File: src/sv/lsp_pkg.sv
// Package for the line sensor position block: widths, command struct,
// position table, reciprocal table and popcount helper.
// No dependencies.
`timescale 1ns / 1ps
`default_nettype none

package lsp_pkg;

    localparam int BITS_W   = 8;
    localparam int CNT_W    = 4;
    localparam int IDX_W    = 3;
    localparam int SUM_W    = 15;
    localparam int MAG_W    = 14;
    localparam int RCP_W    = 18;
    localparam int RCP_SH   = 17;
    localparam int PROD_W   = 32;
    localparam int MID_W    = 12;
    localparam int OFS_W    = 15;
    localparam int CFG_IDX_W = 2;
    localparam int CFG_W    = 12;

    localparam logic [CFG_IDX_W-1:0] CFG_SENSOR_COUNT    = 2'd0;
    localparam logic [CFG_IDX_W-1:0] CFG_DARK_HIGH       = 2'd1;
    localparam logic [CFG_IDX_W-1:0] CFG_MIDPOINT_OFFSET = 2'd2;

    localparam logic [CNT_W-1:0]  SEVEN_SENSORS = 4'd7;
    localparam logic [BITS_W-1:0] MASK_SEVEN    = 8'h7f;
    localparam logic [BITS_W-1:0] MASK_EIGHT    = 8'hff;

    typedef struct packed {
        logic             load;
        logic             accum;
        logic [IDX_W-1:0] idx;
        logic             mul;
        logic             corr;
        logic             out_load;
    } lsp_cmd_t;

    function automatic logic signed [SUM_W-1:0] lsp_pos(input logic seven,
                                                       input logic [IDX_W-1:0] idx);
        logic signed [SUM_W-1:0] p;
        p = '0;
        if (seven)
        begin
            case (idx)
                3'd0:    p = -15'sd4299;
                3'd1:    p = -15'sd2866;
                3'd2:    p = -15'sd1433;
                3'd3:    p = 15'sd0;
                3'd4:    p = 15'sd1433;
                3'd5:    p = 15'sd2866;
                3'd6:    p = 15'sd4299;
                default: p = 15'sd0;
            endcase
        end
        else
        begin
            case (idx)
                3'd0:    p = -15'sd6700;
                3'd1:    p = -15'sd4400;
                3'd2:    p = -15'sd2400;
                3'd3:    p = -15'sd700;
                3'd4:    p = 15'sd700;
                3'd5:    p = 15'sd2400;
                3'd6:    p = 15'sd4400;
                default: p = 15'sd6700;
            endcase
        end
        return p;
    endfunction

    // floor(2^17 / d) for d of 1 to 8; 0 for any other d
    function automatic logic [RCP_W-1:0] lsp_recip(input logic [CNT_W-1:0] d);
        logic [RCP_W-1:0] r;
        case (d)
            4'd1:    r = 18'd131072;
            4'd2:    r = 18'd65536;
            4'd3:    r = 18'd43690;
            4'd4:    r = 18'd32768;
            4'd5:    r = 18'd26214;
            4'd6:    r = 18'd21845;
            4'd7:    r = 18'd18724;
            4'd8:    r = 18'd16384;
            default: r = 18'd0;
        endcase
        return r;
    endfunction

    function automatic logic [CNT_W-1:0] lsp_ones(input logic [BITS_W-1:0] v);
        logic [CNT_W-1:0] n;
        n = '0;
        for (int i = 0; i < BITS_W; i++)
        begin
            n = n + CNT_W'(v[i]);
        end
        return n;
    endfunction

endpackage

`default_nettype wire

File: src/sv/line_sensor_position_top.sv
// Line sensor position: one result per sample, offset in signed hundredths.
// Steps: position sum over the bits one at a time, reciprocal multiply,
// correction, output load; a new sample is taken only after output load.
// The output register lets the next item enter while a result waits.
// rst_n clears control and previous bits; config resets to 8 sensors,
// dark high, midpoint 0. Depends on lsp_pkg, lsp_ctrl, lsp_dp.
`timescale 1ns / 1ps
`default_nettype none

module line_sensor_position_top
    import lsp_pkg::*;
(
    input  wire logic                    clk,
    input  wire logic                    rst_n,
    input  wire logic                    cfg_we,
    input  wire logic [CFG_IDX_W-1:0]    cfg_index,
    input  wire logic [CFG_W-1:0]        cfg_wdata,
    input  wire logic                    in_valid,
    output logic                         in_stall,
    input  wire logic [BITS_W-1:0]       raw_bits,
    output logic                         out_valid,
    input  wire logic                    out_stall,
    output logic [BITS_W-1:0]            line_bits,
    output logic [CNT_W-1:0]             active_count,
    output logic [CNT_W-1:0]             change_count,
    output logic                         line_found,
    output logic signed [OFS_W-1:0]      offset_centi
);

    lsp_cmd_t cmd;

    lsp_ctrl u_ctrl (
        .clk       (clk),
        .rst_n     (rst_n),
        .in_valid  (in_valid),
        .in_stall  (in_stall),
        .out_valid (out_valid),
        .out_stall (out_stall),
        .cmd       (cmd)
    );

    lsp_dp u_dp (
        .clk          (clk),
        .rst_n        (rst_n),
        .cfg_we       (cfg_we),
        .cfg_index    (cfg_index),
        .cfg_wdata    (cfg_wdata),
        .raw_bits     (raw_bits),
        .cmd          (cmd),
        .line_bits    (line_bits),
        .active_count (active_count),
        .change_count (change_count),
        .line_found   (line_found),
        .offset_centi (offset_centi)
    );

endmodule

`default_nettype wire

File: src/sv/lsp_ctrl.sv
// Controller for the line sensor position block: sequences accept,
// bit-serial accumulate, divide and output load. Depends on lsp_pkg.
`timescale 1ns / 1ps
`default_nettype none

module lsp_ctrl
    import lsp_pkg::*;
(
    input  wire logic     clk,
    input  wire logic     rst_n,
    input  wire logic     in_valid,
    output logic          in_stall,
    output logic          out_valid,
    input  wire logic     out_stall,
    output lsp_cmd_t      cmd
);

    typedef enum logic [2:0] {
        S_IDLE,
        S_ACCUM,
        S_MUL,
        S_CORR,
        S_DONE
    } state_t;

    state_t           state_reg, state_next;
    logic [IDX_W-1:0] idx_reg, idx_next;
    logic             out_valid_reg, out_valid_next;

    always_comb
    begin
        state_next = state_reg;
        idx_next   = idx_reg;
        cmd        = '0;
        cmd.idx    = idx_reg;
        case (state_reg)
            S_IDLE:
            begin
                if (in_valid)
                begin
                    cmd.load   = 1'b1;
                    idx_next   = '0;
                    state_next = S_ACCUM;
                end
            end
            S_ACCUM:
            begin
                cmd.accum = 1'b1;
                idx_next  = idx_reg + 1'b1;
                if (idx_reg == IDX_W'(BITS_W - 1))
                begin
                    state_next = S_MUL;
                end
            end
            S_MUL:
            begin
                cmd.mul    = 1'b1;
                state_next = S_CORR;
            end
            S_CORR:
            begin
                cmd.corr   = 1'b1;
                state_next = S_DONE;
            end
            S_DONE:
            begin
                if (!out_valid_reg || !out_stall)
                begin
                    cmd.out_load = 1'b1;
                    state_next   = S_IDLE;
                end
            end
            default:
            begin
                state_next = S_IDLE;
            end
        endcase

        out_valid_next = out_valid_reg;
        if (cmd.out_load)
        begin
            out_valid_next = 1'b1;
        end
        else if (out_valid_reg && !out_stall)
        begin
            out_valid_next = 1'b0;
        end
    end

    always_ff @(posedge clk or negedge rst_n)
    begin
        if (!rst_n)
        begin
            state_reg     <= S_IDLE;
            idx_reg       <= '0;
            out_valid_reg <= 1'b0;
        end
        else
        begin
            state_reg     <= state_next;
            idx_reg       <= idx_next;
            out_valid_reg <= out_valid_next;
        end
    end

    assign in_stall  = (state_reg != S_IDLE);
    assign out_valid = out_valid_reg;

endmodule

`default_nettype wire

File: src/sv/lsp_dp.sv
// Datapath for the line sensor position block: configuration registers,
// normalization, counts, position sum, divide by count, output registers.
// Depends on lsp_pkg.
`timescale 1ns / 1ps
`default_nettype none

module lsp_dp
    import lsp_pkg::*;
(
    input  wire logic                    clk,
    input  wire logic                    rst_n,
    input  wire logic                    cfg_we,
    input  wire logic [CFG_IDX_W-1:0]    cfg_index,
    input  wire logic [CFG_W-1:0]        cfg_wdata,
    input  wire logic [BITS_W-1:0]       raw_bits,
    input  wire lsp_cmd_t                cmd,
    output logic [BITS_W-1:0]            line_bits,
    output logic [CNT_W-1:0]             active_count,
    output logic [CNT_W-1:0]             change_count,
    output logic                         line_found,
    output logic signed [OFS_W-1:0]      offset_centi
);

    logic [CNT_W-1:0]         sensor_count_reg;
    logic                     dark_high_reg;
    logic [MID_W-1:0]         mid_reg;
    logic [BITS_W-1:0]        prev_reg;

    logic [BITS_W-1:0]        bits_reg;
    logic [CNT_W-1:0]         active_reg;
    logic [CNT_W-1:0]         change_reg;
    logic                     seven_reg;
    logic signed [SUM_W-1:0]  sum_reg;
    logic [MAG_W-1:0]         mag_reg;
    logic                     neg_reg;
    logic [MAG_W-1:0]         qest_reg;
    logic [MAG_W-1:0]         quot_reg;

    logic [BITS_W-1:0]        line_bits_reg;
    logic [CNT_W-1:0]         active_count_reg;
    logic [CNT_W-1:0]         change_count_reg;
    logic                     line_found_reg;
    logic signed [OFS_W-1:0]  offset_reg;

    logic                     seven;
    logic [BITS_W-1:0]        used;
    logic [BITS_W-1:0]        norm;
    logic [MAG_W-1:0]         mag;
    logic [PROD_W-1:0]        prod;
    logic [RCP_W-1:0]         qd;
    logic [RCP_W-1:0]         rem;
    logic [MAG_W-1:0]         quot;
    logic signed [OFS_W-1:0]  qs;
    logic signed [OFS_W-1:0]  mid_ext;
    logic signed [OFS_W-1:0]  offset;

    always_comb
    begin
        seven = (sensor_count_reg == SEVEN_SENSORS);
        used  = seven ? MASK_SEVEN : MASK_EIGHT;
        norm  = raw_bits & used;
        if (!dark_high_reg)
        begin
            norm = norm ^ used;
        end

        mag  = sum_reg[SUM_W-1] ? MAG_W'(-sum_reg) : sum_reg[MAG_W-1:0];
        prod = PROD_W'(mag) * PROD_W'(lsp_recip(active_reg));

        qd   = RCP_W'(qest_reg) * RCP_W'(active_reg);
        rem  = RCP_W'(mag_reg) - qd;
        quot = (rem >= RCP_W'(active_reg)) ? qest_reg + 1'b1 : qest_reg;

        qs      = neg_reg ? -$signed({1'b0, quot_reg}) : $signed({1'b0, quot_reg});
        mid_ext = OFS_W'($signed(mid_reg));
        if (active_reg == '0 || sum_reg == '0)
        begin
            offset = '0;
        end
        else
        begin
            offset = qs - mid_ext;
        end
    end

    always_ff @(posedge clk or negedge rst_n)
    begin
        if (!rst_n)
        begin
            sensor_count_reg <= 4'd8;
            dark_high_reg    <= 1'b1;
            mid_reg          <= '0;
            prev_reg         <= '0;
        end
        else
        begin
            if (cfg_we)
            begin
                case (cfg_index)
                    CFG_SENSOR_COUNT:    sensor_count_reg <= cfg_wdata[CNT_W-1:0];
                    CFG_DARK_HIGH:       dark_high_reg    <= cfg_wdata[0];
                    CFG_MIDPOINT_OFFSET: mid_reg          <= cfg_wdata[MID_W-1:0];
                    default:             ;
                endcase
            end
            if (cmd.load)
            begin
                prev_reg <= norm;
            end
        end
    end

    always_ff @(posedge clk)
    begin
        if (cmd.load)
        begin
            bits_reg   <= norm;
            active_reg <= lsp_ones(norm);
            change_reg <= lsp_ones(norm ^ prev_reg);
            seven_reg  <= seven;
            sum_reg    <= '0;
        end
        if (cmd.accum && bits_reg[cmd.idx])
        begin
            sum_reg <= sum_reg + lsp_pos(seven_reg, cmd.idx);
        end
        if (cmd.mul)
        begin
            qest_reg <= prod[MAG_W+RCP_SH-1:RCP_SH];
        end
        if (cmd.corr)
        begin
            quot_reg <= quot;
        end
        if (cmd.out_load)
        begin
            line_bits_reg    <= bits_reg;
            active_count_reg <= active_reg;
            change_count_reg <= change_reg;
            line_found_reg   <= (active_reg != '0);
            offset_reg       <= offset;
        end
    end

    // magnitude and sign are taken once the sum is complete
    always_ff @(posedge clk)
    begin
        if (cmd.mul)
        begin
            mag_reg <= mag;
            neg_reg <= sum_reg[SUM_W-1];
        end
    end

    assign line_bits    = line_bits_reg;
    assign active_count = active_count_reg;
    assign change_count = change_count_reg;
    assign line_found   = line_found_reg;
    assign offset_centi = offset_reg;

endmodule

`default_nettype wire

File: config.mk
export PLATFORM = sky130hd
export DESIGN_NAME = line_sensor_position_top
export DESIGN_NICKNAME = d
export VERILOG_FILES = /design/src/sv/lsp_pkg.sv /design/src/sv/line_sensor_position_top.sv /design/src/sv/lsp_ctrl.sv /design/src/sv/lsp_dp.sv
export SDC_FILE = /design/constraint.sdc
export NUM_CORES = 1
export LEC_CHECK = 0
export BUFFER_PORTS_ARGS = -buffer_cell sky130_fd_sc_hd__buf_4
export CORE_MARGIN = 1.5
export CORE_UTILIZATION = 30
export CTS_CLUSTER_DIAMETER = 50
export DETAILED_ROUTE_END_ITERATION = 10
export PLACE_DENSITY = 0.45
export SLEW_MARGIN = 30
export SYNTH_ARGS = -nofsm -noshare
export SYNTH_HDL_FRONTEND = slang
export SYNTH_SLANG_ARGS = --single-unit
File: constraint.sdc
create_clock -name clk -period 20.9 [get_ports clk]
set_clock_uncertainty 0.1 [all_clocks]
set_input_delay 3.135 -clock clk [delete_from_list [all_inputs] [get_ports clk]]
set_output_delay 3.135 -clock clk [all_outputs]
set_load 0.02 [all_outputs]
# Yosys cells after proc, flatten, opt, wreduce, memory -nomap -nowiden
# Memory sizes are Yosys's and may differ from the RTL's. A register that Yosys moved wholly into a read port is not among the register bits.
# Cells that the tools add are included.
# totals
ff_bits,139
latchBits,0
ramBits,0
mem_bits_ro,288
inputBits,27
output_inout_bits,34
n_memories,1
# op_classes
addsub,21
multipliers,2
div,0
n_lt_le_gt_ge,2
eq_ne,17
n_shift,0
muxes,29
bitwise,3
n_reduce_logical,21
# mem_list
memory,depth,width,read_ports,rd_ports_with_merged_regs,wr,line,rtl
(name not given),16,18,1,1,0,lsp_pkg.sv:75,case (d)
# ops
op,count
$pmux 15 s7,1
$pmux 15 s6,1
$mux 15,5
$add 4x1->4,12
$mul 14x18->31,1
$mux 14,2
$ge 18x4->1,1
$mul 14x4->18,1
$sub 14x18->18,1
$mux 8,2
$xor 8x8->8,2
$add 15x15->15,1
$eq 3x3->1 const B,5
$logic_not 15->1,1
$neg 14->15,1
$pmux 3 s5,1
$sub 15x12->15,1
$add 14x1->14 const B,1
$neg 14->14,1
$eq 3x2->1 const B,4
$mux 3,4
$mux 1,10
$and 8x8->8,1
$reduce_and 2->1,4
other kinds (22),31

# Longest topological paths before layout
# logic_depth
word_depth,13
ltp_mapped,29
depth_no_buf,29

# By module
# From an unflattened synthesis, not the netlist that was laid out.
# hier_totals
cells_unflattened,1735
hier_area_um2,17362.9
# by_module_without_submodules
mod,n_inst,cells_per_inst,area_per_inst_um2
lsp_dp,1,1701,17011.3
lsp_ctrl,1,34,351.6

# Least setup slack after synthesis
# Ideal clock, no wire load.
# synth_path
path_type,flip-flop to flip-flop
startpoint,reg u_dp.sum_reg[8]
endpoint,reg u_dp.qest_reg[13] (data pin)
setup_ps,260
arrival_time_ps,7102
required_ps,20540
path_slack_ps,13438
path_stages_with_launch,27
n_path_buf,1
period_less_slack_ps,7462
cell_sequence,edfxtp_1 or4_1 or3_1 or2_1 nand2_1 xnor2_1 clkbuf_1 and2_1 fa_1 inv_1 fa_1 inv_1 fa_1 fa_1 fa_1 inv_1 fa_1 inv_1 ha_1 o21a_1 a211oi_1 a21oi_2 a211oi_2 o311ai_2 or3_1 a31oi_1 xnor2_1
# synth_via
elab_chain_cells,3
# synth_lines
item,line,rtl
from (decl),lsp_dp.sv:33,logic signed [SUM_W-1:0] sum_reg;
from (signal assigned),lsp_dp.sv:125,"sum_reg <= sum_reg + lsp_pos(seven_reg, cmd.idx);"
$neg 14->14,lsp_dp.sv:67,mag = sum_reg[SUM_W-1] ? MAG_W'(-sum_reg) : sum_reg[MAG_W-1:0];
$mux 14,lsp_dp.sv:67,
net u_dp.mag[12],lsp_dp.sv:48,logic [MAG_W-1:0] mag;
$mul 14x18->31,lsp_dp.sv:68,prod = PROD_W'(mag) * PROD_W'(lsp_recip(active_reg));
net u_dp.prod[30],lsp_dp.sv:49,logic [PROD_W-1:0] prod;
to (signal assigned),lsp_dp.sv:129,qest_reg <= prod[MAG_W+RCP_SH-1:RCP_SH];
to (decl),lsp_dp.sv:36,logic [MAG_W-1:0] qest_reg;
# The timed path passes the listed nets, and every way through them passes these cells.
# A chain may end at the register's enable or synchronous reset.

# Final worst setup path
# layout_path
startpoint,reg u_dp.sum_reg[0]
endpoint,reg u_dp.qest_reg[13] (data pin)
# layout_via
elab_chain_cells,3
# layout_lines
item,line
$neg 14->14,lsp_dp.sv:67
$mux 14 (*),lsp_dp.sv:67
$mul 14x18->31 (*),lsp_dp.sv:68
net u_dp.prod[30],lsp_dp.sv:49
# Mark *: on every way through the listed nets, which the timed path passes. The rest lies on a longest branch.

==> metrics.txt <==
clk_lat worst skew=between 400 and 500 ps; Post-synth top flop=edfxtp_1; synthesized area=roughly 0.017 mm²; # DRC=0; max cap viols=0; RSZ-0062 raised after global routing=no; flop-to-flop setup slack=approximately 13,000 ps; I/O Pins=61; first-pass GRT wire length=70,660 µm; Final Max Slew Viols=0; RR Endpoint=u_dp.qest_reg[13]$_DFFE_PN_; crit path time final=7995 ps; gpl congestion=roughly 0.85; maximum number of pins on one net before global-route repair=33; HP Class=reg2reg; Max Root-Sink Buffers=2; Slew HR=around 46%; Hold Crit Endpoint=u_dp.change_count[3]$_DFFE_PP_; drt wl/cell=approximately 17 µm; CTS Root Cell=clkbuf_16; clk sinks=about 150; Post-DRT Antenna Nets=0; most frequent cells in the layout=inv_1 (305), fa_1 (231), nand2_1 (205); Post-synth EDFFs=~110; worst hold path depth=0; Hold Buf Count CTS=0; Die Y=about 240 µm; Worst-path clk slew=70 ps; fmax=0.1251 GHz; Fin. Hold Viols=0; commonest non-fill, non-tap cell in the layout=inv_1; Worst-Margin Slew=810.0 ps; final WL=approximately 43,000 µm; Num CTS Buffers=17; Worst Hold Launch=u_dp.change_reg[3]$_DFFE_PP_; Area growth, synth to finish=11.42%; all-layer global routing usage=between 10% and 20%; hpwl dp=~35,000 µm; post-CTS sizing=0; final period utilization=38.26%; Die X=between 200 and 250 µm; CTS tree=yes; WP data required=20,980 ps; Syn. warnings=0; fillers=5,909; crit path max fanout=17; nets=approximately 2.2k; die area=around 0.060 mm²; Avg Cell Area, Syn=roughly 9.9 µm²; vias per std cell=about 4.6; Gate Count Post-Synth=~1.8k; Initial Util=a little under a third; element type at the critical path end=flip-flop; sequential-to-total area share from yosys stat=24.41%; H-tree Lvls=4; WP data arrival=just over 8000 ps; worst reg2reg startpoint=u_dp.sum_reg[0]$_SDFFCE_PN0P_; initial antenna violation count=0; initial detailed-routing violation count=528; CP startpoint kind=flip-flop; Netlist cell types=between 70 and 80; Finish-stage setup viols=0; vias in the first global route=~13k; total gr overflow=0; Rows=between 80 and 90; # diodes=0; Core Region=roughly 0.058 mm²; share of layout cells above drive strength 1=under 10%; FFs w/ async S/R, synth=a little over a fifth; TritonRoute pass-1 iters=4; routed via count=about 12k; crit path kind=reg2reg; run status=finished, final reports clean; post-CTS setup buffer count=0; # port buffers=60; post-route setup TNS=0 ps; #FFs+latches synth=~150; R2R depth=27; syn_nets=about 2.2k
how the worst max path moves through the flow:
stage,from,end,cells past startpoint
floorplan,u_dp.sum_reg[8]$_SDFFCE_PN0P_,u_dp.qest_reg[13]$_DFFE_PN_,26
global placement,u_dp.sum_reg[0]$_SDFFCE_PN0P_,u_dp.qest_reg[13]$_DFFE_PN_,28
detailed placement,u_dp.sum_reg[0]$_SDFFCE_PN0P_,u_dp.qest_reg[13]$_DFFE_PN_,29
CTS,u_dp.sum_reg[0]$_SDFFCE_PN0P_,u_dp.qest_reg[13]$_DFFE_PN_,29
global route,u_dp.sum_reg[0]$_SDFFCE_PN0P_,u_dp.qest_reg[13]$_DFFE_PN_,26
finish,u_dp.sum_reg[0]$_SDFFCE_PN0P_,u_dp.qest_reg[13]$_DFFE_PN_,27
area by class of cell:
cell class | count | area, µm² | share of cell area (%)
repair buffers | 81 | 623.1 | 3.207
flip-flops and latches | 151 | 4257 | 21.91
inverters | 305 | 1145 | 5.893
well taps | 765 | 957.2 | 4.927
multi-input cells | 1246 | 11830 | 60.88
clock buffers | 18 | 429.2 | 2.209
clock inverters | 14 | 188.9 | 0.9725
worst max-delay path: stages, from the launching register on:
cell and delay (ps):
edfxtp_1 640, inv_1 170, ha_1 180, nand2_1 60
or3_1 380, o31ai_1 260, xnor2_1 150, buf_4 250
nand2_1 150, fa_1 590, inv_1 60, fa_1 550
fa_1 450, fa_1 460, fa_1 500, inv_1 50
fa_1 470, inv_1 40, ha_1 290, a21o_1 160
a21o_1 190, a211oi_1 220, a21oi_2 170, a211oi_2 380
o311ai_2 180, or3_1 350, a31oi_1 210, xnor2_1 80
kinds of logic after synthesis:
logic type,after synthesis,synth area share (%)
AOI/OAI and AO/OA,208,7.807
xor gates and xnor gates,106,5.324
adders and majority gates,403,38.86
buffers and inverters,359,7.836
DFF,151,24.41
muxes,27,1.858
and+or+nand+nor,502,13.90
metal layers:
layer / up-vias / wire length (µm) / share of wire [%] / GRT usage (%)
li1: 5774 / - / - / -
met1: 5924 / 20200 / 47 / 19.87
met2: 221 / 20840 / 48 / 26.40
met3: 41 / 1519 / 3.5 / 1.932
met4: 0 / 831 / 1.9 / 3.976
met5: - / 0 / 0 / 0
cell usage after synthesis (14+ instances only):
cell / number / area [µm²]
nand3_1: 18 / 90.09
nand2b_1: 18 / 112.6
nor3_1: 16 / 80.08
xor2_1: 31 / 271.5
and2_1: 86 / 538.0
o21ai_0: 54 / 270.3
nor2_1: 87 / 326.6
clkbuf_1: 48 / 180.2
inv_1: 305 / 1145
a21oi_1: 51 / 255.2
mux2_2: 19 / 214.0
nand2_1: 205 / 769.5
edfxtp_1: 107 / 3213
dfrtp_1: 30 / 750.7
ha_1: 172 / 2152
o31ai_1: 14 / 105.1
fa_1: 231 / 4624
a21o_1: 16 / 120.1
xnor2_1: 75 / 656.9
stage by stage:
step / setup slack, ps / utilization, % / std cells / instance area (µm²) / hold WS, ps
2_1_floorplan: 13440 / - / 1756 / 17440 / 300.3
3_3_place_gp: 12980 / 32.61 / 2546 / 18780 / 303.2
3_5_place_dp: 12840 / 32.66 / 2548 / 18810 / 305.6
4_1_cts: 12820 / 33.74 / 2580 / 19430 / 321.4
5_1_grt: 12460 / 33.74 / 2580 / 19430 / 323.9
6_report: 12900 / 33.74 / 2580 / 19430 / 319.5
Power is not shown: default switching activity piles up to over one toggle a cycle in this logic, so the estimate is an artifact.
